**config.mk**
```make
export PLATFORM = sky130hd
export DESIGN_NAME = mips_subset_control_decoder
export DESIGN_NICKNAME = d
export VERILOG_FILES = /design/src/rtl/core/mscd_pkg.sv /design/src/rtl/core/mscd_decode.sv /design/src/rtl/core/mips_subset_control_decoder.sv
export VERILOG_INCLUDE_DIRS = /design/src /design/src/rtl/core
export SDC_FILE = /design/constraint.sdc
export NUM_CORES = 1
export LEC_CHECK = 0
export BUFFER_PORTS_ARGS = -buffer_cell sky130_fd_sc_hd__buf_2
export CAP_MARGIN = 40
export CORE_MARGIN = 2
export CORE_UTILIZATION = 30
export CTS_CLUSTER_DIAMETER = 60
export DETAILED_ROUTE_END_ITERATION = 12
export MAX_ROUTING_LAYER = met4
export PLACE_DENSITY = 0.59
export SLEW_MARGIN = 20
export SYNTH_ARGS = -nofsm -noshare
export SYNTH_HDL_FRONTEND = slang
export SYNTH_SLANG_ARGS = --single-unit
```
**constraint.sdc**
```tcl
create_clock -name clk -period 2.25 [get_ports clk]
set_input_delay 0.225 -clock clk [delete_from_list [all_inputs] [get_ports clk]]
set_output_delay 0.225 -clock clk [all_outputs]
set_load 0.005 [all_outputs]
```
**src/rtl/core/mips_subset_control_decoder_assert.svh**
```systemverilog
// Assertion macros used by the control decoder top-level RTL.
`ifndef MIPS_SUBSET_CONTROL_DECODER_ASSERT_SVH
`define MIPS_SUBSET_CONTROL_DECODER_ASSERT_SVH

// Same-cycle implication, checked on every rising clock edge outside reset.
`define MSCD_ASSERT_IMPLIES(label, clk, rst, ante, cons) \
  label: assert property (@(posedge clk) disable iff (rst) (ante) |-> (cons)) \
    else $error("control decoder: same-cycle check failed");

// Next-cycle implication, checked on every rising clock edge outside reset.
`define MSCD_ASSERT_NEXT(label, clk, rst, ante, cons) \
  label: assert property (@(posedge clk) disable iff (rst) (ante) |=> (cons)) \
    else $error("control decoder: next-cycle check failed");

`endif

```
**src/rtl/core/mscd_pkg.sv**
```systemverilog
// Types and encoding constants for the MIPS subset control decoder.
`default_nettype none

package mscd_pkg;

  // Instruction field positions.
  localparam int unsigned OPCODE_MSB = 31;
  localparam int unsigned OPCODE_LSB = 26;
  localparam int unsigned FUNCT_MSB  = 5;

  // Primary opcodes.
  localparam logic [5:0] OP_RTYPE = 6'd0;
  localparam logic [5:0] OP_J     = 6'd2;
  localparam logic [5:0] OP_BEQ   = 6'd4;
  localparam logic [5:0] OP_BNE   = 6'd5;
  localparam logic [5:0] OP_ADDI  = 6'd8;
  localparam logic [5:0] OP_ADDIU = 6'd9;
  localparam logic [5:0] OP_SLTI  = 6'd10;
  localparam logic [5:0] OP_ANDI  = 6'd12;
  localparam logic [5:0] OP_ORI   = 6'd13;
  localparam logic [5:0] OP_LUI   = 6'd15;
  localparam logic [5:0] OP_LW    = 6'd35;
  localparam logic [5:0] OP_SW    = 6'd43;

  // R-type function codes.
  localparam logic [5:0] FN_NOP  = 6'd0;
  localparam logic [5:0] FN_ADD  = 6'd32;
  localparam logic [5:0] FN_ADDU = 6'd33;
  localparam logic [5:0] FN_SUB  = 6'd34;
  localparam logic [5:0] FN_SUBU = 6'd35;
  localparam logic [5:0] FN_AND  = 6'd36;
  localparam logic [5:0] FN_OR   = 6'd37;
  localparam logic [5:0] FN_XOR  = 6'd38;
  localparam logic [5:0] FN_NOR  = 6'd39;
  localparam logic [5:0] FN_SLT  = 6'd42;

  // ALU second-operand source.
  localparam logic [1:0] SRC_REG  = 2'd0;
  localparam logic [1:0] SRC_SIMM = 2'd1;
  localparam logic [1:0] SRC_ZIMM = 2'd2;

  // ALU operation.
  localparam logic [2:0] ALU_AND = 3'd0;
  localparam logic [2:0] ALU_OR  = 3'd1;
  localparam logic [2:0] ALU_ADD = 3'd2;
  localparam logic [2:0] ALU_SLT = 3'd3;
  localparam logic [2:0] ALU_XOR = 3'd4;
  localparam logic [2:0] ALU_NOP = 3'd5;

  // Special marker.
  localparam logic [1:0] SPC_NONE   = 2'd0;
  localparam logic [1:0] SPC_NORBNE = 2'd1;
  localparam logic [1:0] SPC_LUI    = 2'd2;

  // Operand-clear code for the pipeline register.
  localparam logic [1:0] CLR_KEEP = 2'd0;
  localparam logic [1:0] CLR_REGS = 2'd1;
  localparam logic [1:0] CLR_NOP  = 2'd2;
  localparam logic [1:0] CLR_ALL  = 2'd3;

  // Input transaction.
  typedef struct packed {
    logic [31:0] instruction;
    logic        stall_req;
  } insn_t;

  // Result transaction: the ID/EX control word.
  typedef struct packed {
    logic [1:0] alu_src;
    logic [2:0] alu_op;
    logic       b_negate;
    logic       mem_read;
    logic       mem_write;
    logic       mem_to_reg;
    logic       reg_dst;
    logic       reg_write;
    logic [1:0] special;
    logic [1:0] operand_clear;
    logic       valid_res;
  } ctrl_t;

endpackage

`default_nettype wire

```
**src/rtl/core/mscd_decode.sv**
```systemverilog
// Combinational main control decode of one instruction word.
`default_nettype none

module mscd_decode (
  input  mscd_pkg::insn_t insn,
  output mscd_pkg::ctrl_t ctrl
);
  import mscd_pkg::*;

  logic [5:0] opcode;
  logic [5:0] funct;

  assign opcode = insn.instruction[OPCODE_MSB:OPCODE_LSB];
  assign funct  = insn.instruction[FUNCT_MSB:0];

  // A stall outranks decoding; unknown encodings leave everything at zero.
  always_comb begin
    ctrl = '0;
    if (insn.stall_req) begin
      ctrl.operand_clear = CLR_ALL;
      ctrl.valid_res     = 1'b1;
    end else if (opcode == OP_RTYPE) begin
      ctrl.valid_res = 1'b1;
      ctrl.reg_dst   = 1'b1;
      ctrl.reg_write = 1'b1;
      case (funct) inside
        FN_ADD, FN_ADDU: begin
          ctrl.alu_op = ALU_ADD;
        end
        FN_SUB, FN_SUBU: begin
          ctrl.alu_op   = ALU_ADD;
          ctrl.b_negate = 1'b1;
        end
        FN_AND: begin
          ctrl.alu_op = ALU_AND;
        end
        FN_OR: begin
          ctrl.alu_op = ALU_OR;
        end
        FN_XOR: begin
          ctrl.alu_op = ALU_XOR;
        end
        FN_NOR: begin
          ctrl.alu_op  = ALU_OR;
          ctrl.special = SPC_NORBNE;
        end
        FN_SLT: begin
          ctrl.alu_op   = ALU_SLT;
          ctrl.b_negate = 1'b1;
        end
        FN_NOP: begin
          ctrl.alu_op        = ALU_NOP;
          ctrl.operand_clear = CLR_NOP;
        end
        default: begin
          ctrl = '0;
        end
      endcase
    end else begin
      ctrl.valid_res = 1'b1;
      case (opcode) inside
        OP_ADDI, OP_ADDIU: begin
          ctrl.alu_src   = SRC_SIMM;
          ctrl.alu_op    = ALU_ADD;
          ctrl.reg_write = 1'b1;
        end
        OP_SLTI: begin
          ctrl.alu_src   = SRC_SIMM;
          ctrl.alu_op    = ALU_SLT;
          ctrl.b_negate  = 1'b1;
          ctrl.reg_write = 1'b1;
        end
        OP_LW: begin
          ctrl.alu_src    = SRC_SIMM;
          ctrl.alu_op     = ALU_ADD;
          ctrl.mem_read   = 1'b1;
          ctrl.mem_to_reg = 1'b1;
          ctrl.reg_write  = 1'b1;
        end
        OP_SW: begin
          ctrl.alu_src   = SRC_SIMM;
          ctrl.alu_op    = ALU_ADD;
          ctrl.mem_write = 1'b1;
        end
        OP_BEQ, OP_J: begin
          ctrl.operand_clear = CLR_REGS;
        end
        OP_BNE: begin
          ctrl.special       = SPC_NORBNE;
          ctrl.operand_clear = CLR_REGS;
        end
        OP_ANDI: begin
          ctrl.alu_src   = SRC_ZIMM;
          ctrl.alu_op    = ALU_AND;
          ctrl.reg_write = 1'b1;
        end
        OP_ORI: begin
          ctrl.alu_src   = SRC_ZIMM;
          ctrl.alu_op    = ALU_OR;
          ctrl.reg_write = 1'b1;
        end
        OP_LUI: begin
          ctrl.alu_src   = SRC_ZIMM;
          ctrl.alu_op    = ALU_XOR;
          ctrl.reg_write = 1'b1;
          ctrl.special   = SPC_LUI;
        end
        default: begin
          ctrl = '0;
        end
      endcase
    end
  end

endmodule

`default_nettype wire

```
**src/rtl/core/mips_subset_control_decoder.sv**
```systemverilog
// Path: a transaction accepted into the input register is decoded combinationally and
// registered into ctrl once the output side is free, where it can then be taken.
// Throughput: one instruction per cycle while ctrl_ready stays high, set by the input
// register feeding the decode logic and the control-word register behind it.
// Reset: rst (synchronous) empties both registers; payload is not cleared.
`default_nettype none
`include "mips_subset_control_decoder_assert.svh"

module mips_subset_control_decoder (
  input  logic            clk,
  input  logic            rst,
  input  logic            insn_valid,
  output logic            insn_ready,
  input  mscd_pkg::insn_t insn,
  output logic            ctrl_valid,
  input  logic            ctrl_ready,
  output mscd_pkg::ctrl_t ctrl
);
  import mscd_pkg::*;

  logic  s1_valid;
  insn_t s1_insn;
  ctrl_t decoded;
  logic  out_free;
  logic  out_bubble;
  logic  bubble_clean;
  logic  unknown_clean;
  logic  load_wb;

  // Each stage moves on when the stage after it is empty or being drained.
  assign out_free   = !ctrl_valid || ctrl_ready;
  assign insn_ready = !s1_valid || out_free;

  // Input register.
  always_ff @(posedge clk) begin
    if (rst) begin
      s1_valid <= 1'b0;
    end else if (insn_ready) begin
      s1_valid <= insn_valid;
    end
    if (insn_valid && insn_ready) begin
      s1_insn <= insn;
    end
  end

  mscd_decode u_decode (
    .insn (s1_insn),
    .ctrl (decoded)
  );

  // Control-word register.
  always_ff @(posedge clk) begin
    if (rst) begin
      ctrl_valid <= 1'b0;
    end else if (out_free) begin
      ctrl_valid <= s1_valid;
    end
    if (s1_valid && out_free) begin
      ctrl <= decoded;
    end
  end

  // Shorthand terms for the control-word checks below.
  assign out_bubble    = ctrl.operand_clear == CLR_ALL;
  assign bubble_clean  = ctrl.valid_res && !ctrl.reg_write && !ctrl.mem_write &&
                         ctrl.alu_op == ALU_AND;
  assign unknown_clean = ctrl.operand_clear == CLR_KEEP && !ctrl.reg_write &&
                         !ctrl.mem_write;
  assign load_wb       = ctrl.mem_to_reg && ctrl.reg_write && !ctrl.mem_write;

  // A held instruction must not change while the output side is blocked.
  `MSCD_ASSERT_NEXT(a_s1_hold, clk, rst, s1_valid && !out_free, s1_valid && $stable(s1_insn))
  // A bubble is marked valid, writes nothing and leaves the ALU operation at zero.
  `MSCD_ASSERT_IMPLIES(a_bubble_clean, clk, rst, ctrl_valid && out_bubble, bubble_clean)
  // An unknown encoding keeps operands and writes nothing.
  `MSCD_ASSERT_IMPLIES(a_unknown_clean, clk, rst, ctrl_valid && !ctrl.valid_res, unknown_clean)
  // A load always writes back from memory.
  `MSCD_ASSERT_IMPLIES(a_load_wb, clk, rst, ctrl_valid && ctrl.mem_read, load_wb)

endmodule

`default_nettype wire

```
==> flow_summary.yaml, run 1 <==
outcome:
  status: "complete, no violations"
global_route:
  grt_remaining_overflow: 0
  grt_pass1_wl_mm: 4.402
  grt_usage: 0.1167
  antenna_found_initial: 0
  grt_max_degree: 16
  grt_pass1_vias: 984
cells_and_area:
  final_area_sq_um: 1672
  diodes: 0
  area_growth_pct: 21.68
  nets: 182
  drive_gt1_frac: 0.3356
floorplanning:
  pin_count: 55
  dieArea_sq_um: 5137
  core_area_sq_um: 4384
  rows: 24
  die_h_um: 71.67
  die_w_um: 71.67
  initial_core_util: 0.3134
sta:
  relSlewSlack: 0.6194
  hold_viol_final: 0
  period_share: 0.7494
  setup_viol: 0
  fin_setup_tns_ps: 0
  rsz0062_at_grt: "false"
  fmax_mhz: 593.1
  worstMarginPinSlew_ps: 570.8
  timing.hold.ws_ps: 119.1
  post-route-min-period_ps: 1686
  drv_slew: 0
  setup_slack_ps: 563.9
  skew_ps: 3.270
routing:
  drt_wl_total_mm: 2.628
  via_per_inst: 4.980
  drc: 0
  antenna_left: 0
  vias: 986
  wl_per_cell_um: 13.27
  drtIter0Drc: 41
  dr.pass1.iters: 4
synth:
  yosysSeqAreaShare: 0.6412
  syn-num-nets: 146
  syn_inst: 109
  ys_warn_count: 0
  synth_cell_type_count: 39
  avgSynthCellArea_sq_um: 12.60
  syn_area_sq_um: 1374
  yosys_register_bits: 30
critical_path:
  criticalPathCategory: "reg2reg"
  critPathCaptureType: "flip-flop"
  cp_data_required_time_ps: 2280
  cp-start-kind: "flip-flop"
  crit_fanout: 6
  arrival_ps: 1710
power:
  power_density_nw_per_um2: 711.7
  ir_drop_v: 0.0003173
  p_total_mw: 1.190
  p_leak_nw: 0.6348
clock_network:
  ctsLongestPathBuffers: 2
  cts_setup_buffers: 0
  ctsRootBufferMaster: "clkbuf_8"
  cts_made_buffers: 5
  worstSkewPairLatency_ps: 280
  cts_htree_levels: 2
  cts.sinks: 30
  cts_resized: 0
  cts_tree: "built"
  hold_buffers: 0
  clk_pin_slew_ps: 60
place:
  io_buffers: 34
  placed_area_sq_um: 1580
  dp_hpwl_mm: 1.991
  post-place-ws_ps: 585.8
  gp_congestion: 0.8963
min_path:
  hold_class: "in2reg"
flow_run:
  drv_cap: 0
-- cell type report --
type	count	area (sq um)
Clock buffer	7	86.33
Clock inverter	1	5.005
Fill cell	439	2713
Inverter	4	15.01
Multi-Input combinational cell	69	441.7
Sequential cell	30	880.8
Tap cell	52	65.06
Timing Repair Buffer	35	177.7
-- layout by cell type (no fill, tap or decap), drive strengths merged, types with 2 or more instances in the layout --
cell type / n
buf: 35
edfxtp: 28
nand2: 8
nor2: 7
clkbuf: 7
a21oi: 5
o21ai: 5
nor2b: 4
or3: 4
inv: 4
nor4: 4
nand3b: 3
nand2b: 3
a211oi: 2
and3: 2
a32o: 2
a21o: 2
nand3: 2
dfxtp: 2
and2: 2
nor4b: 2
-- critical path: stages, from the launching register on --
cell and delay (ps):
edfxtp_1 450, nand2b_2 240, a31o_1 220, mux2_2 260, a32o_1 270
-- report_power, final --
group / internal (mW) / switching (mW) / total, mW
Combinational: 0.0421 / 0.0430 / 0.0851
Clock: 0.246 / 0.186 / 0.432
Sequential: 0.643 / 0.0290 / 0.673
Total: 0.932 / 0.258 / 1.19
-- cell usage after synthesis --
library cell,instances,area [sq um]
and2_1,1,6.260
mux2_2,1,11.26
and3_1,2,12.51
or3_1,4,25.02
a21oi_1,5,25.02
nand2b_2,1,8.760
nor2b_1,4,25.02
or3b_1,1,8.760
nor2_1,7,26.28
a31oi_1,1,6.260
nand2_1,7,26.28
and3b_2,1,10.01
o211ai_1,1,7.510
o31a_1,1,8.760
a31o_1,1,8.760
nor4_1,3,18.77
mux2i_1,1,10.01
nor4b_1,1,8.760
nand2_2,1,6.260
nor4b_2,1,15.01
dfxtp_1,2,40.04
nor3_1,1,5.000
nor4_2,1,12.51
nand3b_1,3,22.52
o21ai_0,5,25.02
a32o_1,2,20.02
edfxtp_1,28,840.8
buf_2,2,10.01
nand3_1,2,10.01
and2_2,1,7.510
inv_1,4,15.01
a21o_1,2,15.01
a22oi_1,1,7.510
a211oi_1,2,15.01
nand2b_1,2,12.51
o31ai_1,1,7.510
nand4_1,1,6.260
clkbuf_1,1,3.750
buf_4,3,22.52
-- metrics by stage --
step | utilization | cells
2_1_floorplan | - | 109
3_3_place_gp | 0.3604 | 190
3_5_place_dp | 0.3604 | 190
5_1_grt | 0.3813 | 198
4_1_cts | 0.3813 | 198
6_report | 0.3813 | 198
-- logic make-up (layout without fill, tap and decap cells) --
| group | count (synthesis) | count (layout) | share of synthesized area |
|---|---|---|---|
| and+or+nand+nor | 45 | 45 | 0.1995 |
| DFF | 30 | 30 | 0.6412 |
| AOI/OAI and AO/OA | 22 | 22 | 0.1066 |
| buffers and inverters | 10 | 47 | 0.03733 |
| muxes | 2 | 2 | 0.01548 |
-- layer usage --
metal / up-vias / GRT usage / part of all wire
met5: - / - / 0
met4: 0 / 0.06709 / 0.024
met3: 8 / 0.05063 / 0.076
met2: 48 / 0.1759 / 0.48
met1: 449 / 0.1284 / 0.42
li1: 481 / - / -
-- path summary, 6_finish.rpt --
path | start | end | slack, ps | cells after the start
max | s1_insn[1] | ctrl[11] | 560 | 4
min | insn[30] | s1_insn[30] | 120 | 1
max reg2reg | s1_insn[1] | ctrl[11] | 560 | 4
min reg2reg | s1_valid | ctrl_valid | 540 | 2
-- sequential cells by signal, indices dropped and copies added (netlist names) --
name	count
s1_insn	13
ctrl_valid	1
ctrl	15
s1_valid	1
(Power assumes the default switching activity.)
==> inputs of run 2 (changes only) <==
--- a/config.mk
+++ b/config.mk
@@ -6,6 +6,7 @@
 export SDC_FILE = /design/constraint.sdc
 export NUM_CORES = 1
 export LEC_CHECK = 0
+export ABC_AREA = 1
 export BUFFER_PORTS_ARGS = -buffer_cell sky130_fd_sc_hd__buf_2
 export CAP_MARGIN = 40
 export CORE_MARGIN = 2
==> constraint.sdc (replaced) <==
create_clock -name clk -period 1.7 [get_ports clk]
set_input_delay 0.17 -clock clk [delete_from_list [all_inputs] [get_ports clk]]
set_output_delay 0.17 -clock clk [all_outputs]
set_load 0.005 [all_outputs]
==> run 2 against run 1 <==
Via count rose by 5.8%; combinational power rose by 43%; fmax increased by 14%; die area increased by 3.6%; power is 28% higher; wire length is 6.2% lower; largest power group unchanged.
==> flow_summary.yaml, run 2 <==
cells_and_area:
  nFillCells: 463
  largest_reg_flops: 15
  nets: 225
  drive_gt1_frac: 0.3069
  final_core_util: 0.3742
  reg_top3: "ctrl (15), s1_insn (13)"
  mostFrequentLayoutCell: "buf_2"
  multi_input_area_sq_um: 446.7
  area_growth_pct: 22.28
  seq_area_sq_um: 880.8
  most-common-layout-cells: "buf_2, nand2_1, edfxtp_1, nor2_1, inv_1"
  diodes: 0
  max_flop_register: "ctrl"
sta:
  setup_viol: 0
  skew_ps: 4.534
  post-route-min-period_ps: 1481
  period_share: 0.8711
  rsz0062_at_grt: "false"
  relSlewSlack: 0.6837
  worstMarginPinSlew_ps: 474.0
  fmax_mhz: 675.3
  timing.hold.ws_ps: 56.00
  fin_setup_tns_ps: 0
  drv_slew: 0
  hold_viol_final: 0
routing:
  drtIter0Drc: 73
  drt_wl_total_mm: 2.464
  drc: 0
  dr.pass1.iters: 8
  vias: 1043
  wl_per_cell_um: 10.14
  via_per_inst: 4.292
  antenna_left: 0
global_route:
  grt_usage: 0.1107
  grt_pass1_wl_mm: 4.112
  grt_max_degree: 16
  grt_remaining_overflow: 0
  grt_pass1_vias: 927
  antenna_found_initial: 0
critical_path:
  r2r_setup_slack_ps: 220
  path_common_cell: "nand2_4"
  critPathCaptureType: "flip-flop"
  ff2ff_path_depth: 8
  arrival_ps: 1510
  reg2reg_from: "s1_insn[28]"
  criticalPathCategory: "reg2reg"
  cp-start-kind: "flip-flop"
  r2r-end: "ctrl[10]"
  crit_chain: "inv_2, nand2_2, nor2_2, nand2_4, nand2_4, inv_1, nand2_1, o21ai_2"
  crit_path_top_delay_cell: "edfxtp_1"
  crit_fanout: 6
  cp_data_required_time_ps: 1730
  slowest_delay_ps: 490
clock_network:
  ctsRootBufferMaster: "clkbuf_8"
  cts_setup_buffers: 0
  cts_resized: 0
  hold_buffers: 0
  worstSkewPairLatency_ps: 280
  cts.sinks: 30
  cts_htree_levels: 2
  clk_pin_slew_ps: 60
  cts_tree: "built"
  cts_made_buffers: 5
  ctsLongestPathBuffers: 2
floorplanning:
  die_h_um: 72.96
  initial_core_util: 0.3060
  dieArea_sq_um: 5322
  core_area_sq_um: 4661
  rows: 25
  die_w_um: 72.96
  pin_count: 55
synth:
  synth-edff-count: 28
  synth_top_cells_by_count: "nand2_1, edfxtp_1, nor2_1, inv_1, nand3_1"
  synth_top_area_frac: 0.5895
  yosysSeqAreaShare: 0.6175
  synth_cell_type_count: 21
  synth.most_common_cell: "nand2_1"
  syn_inst: 147
  yosys_register_bits: 30
  synthArstFlopShare: 0
  synth_largest_area_cell: "edfxtp_1"
  syn-num-nets: 184
  syn_area_sq_um: 1426
  synthTopCellsByArea: "edfxtp_1, nand2_1, nor2_1"
  avgSynthCellArea_sq_um: 9.703
  synth_ff_type: "edfxtp_1"
  ys_warn_count: 0
power:
  p_clk_frac: 0.350
  swShare: 0.2223
  pwr-share-comb: 0.080
  p_leak_nw: 0.8260
  power_density_nw_per_um2: 871.5
  ir_drop_v: 0.0003933
  p_switching_mw: 0.3379
  p_int_mw: 1.182
  p_total_mw: 1.520
  p_seq_frac: 0.570
min_path:
  hold_start: "rst"
  whs_endpoint: "s1_valid"
  hold_path_depth: 2
  hold_class: "in2reg"
place:
  io_buffers: 34
  dp_hpwl_mm: 1.910
  gp_congestion: 0.8770
outcome:
  status: "complete, no violations"
flow_run:
  drv_cap: 0
run 2: changes by cell type in the layout (fill, tap and decap cells not counted), moves of 4 or more:
cell     previous run  this run
inv_1               4        21
nor2_2              0         4
nand2_1             7        30
or3_1               4         0
nand3_1             2        12
nor2_1              7        25
nor2b_1             4         0
run 2: kinds of logic after synthesis:
family,Yosys count,synth area share
buf+inv,25,0.06930
compound gates,13,0.06316
simple gates,79,0.2500
flops,30,0.6175
run 2: area by class of cell:
| cell class | count | area share |
|---|---|---|
| well taps | 54 | 0.03874 |
| clock buffers | 8 | 0.04591 |
| repair buffers | 35 | 0.1019 |
| inverters | 24 | 0.05237 |
| flip-flops and latches | 30 | 0.5050 |
| multi-input cells | 92 | 0.2561 |
run 2: worst max-delay path by stage:
stage | startpoint | endpoint | slack, ps | cells past startpoint
detailed placement | s1_insn[28] | ctrl[10] | 230 | 8
global route | s1_insn[29] | ctrl[4] | 90 | 6
global placement | s1_insn[28] | ctrl[10] | 250 | 8
CTS | s1_insn[28] | ctrl[10] | 210 | 8
floorplan | ctrl_valid | ctrl[0] | 180 | 1
finish | s1_insn[28] | ctrl[10] | 220 | 8
run 2: worst max-delay path, delay by kind of cell, from the launching register on:
kind,cells,cell delay (ps)
AO/OA/AOI/OAI,1,50
buffers and inverters,2,190
flip-flops,1,490
AND/OR/NAND/NOR,5,500
run 2: through the flow:
step / std cells / instance area, sq um / setup WS (ps)
after floorplan: 147 / 1426 / 175.4
final: 243 / 1744 / 219.1
after global placement: 235 / 1664 / 249.6
after CTS: 243 / 1744 / 209.9
after global routing: 243 / 1744 / 90.45
after detailed placement: 235 / 1664 / 230.1
run 2: power groups by stage:
stage / combinational (mW) / clock [mW] / sequential, mW
after floorplan: 0.0739 / 0 / 0.881
after detailed placement: 0.122 / 0 / 0.882
final: 0.122 / 0.532 / 0.866
after global placement: 0.121 / 0 / 0.881
after CTS: 0.123 / 0.553 / 0.867
after global routing: 0.141 / 0.583 / 0.871
run 2: metal layers:
layer | vias up | track usage | share of wire
met3 | 2 | 0.05939 | 0.087
met4 | 0 | 0.04938 | 0.011
met5 | - | - | 0
li1 | 559 | - | -
met1 | 448 | 0.1406 | 0.48
met2 | 34 | 0.1444 | 0.43
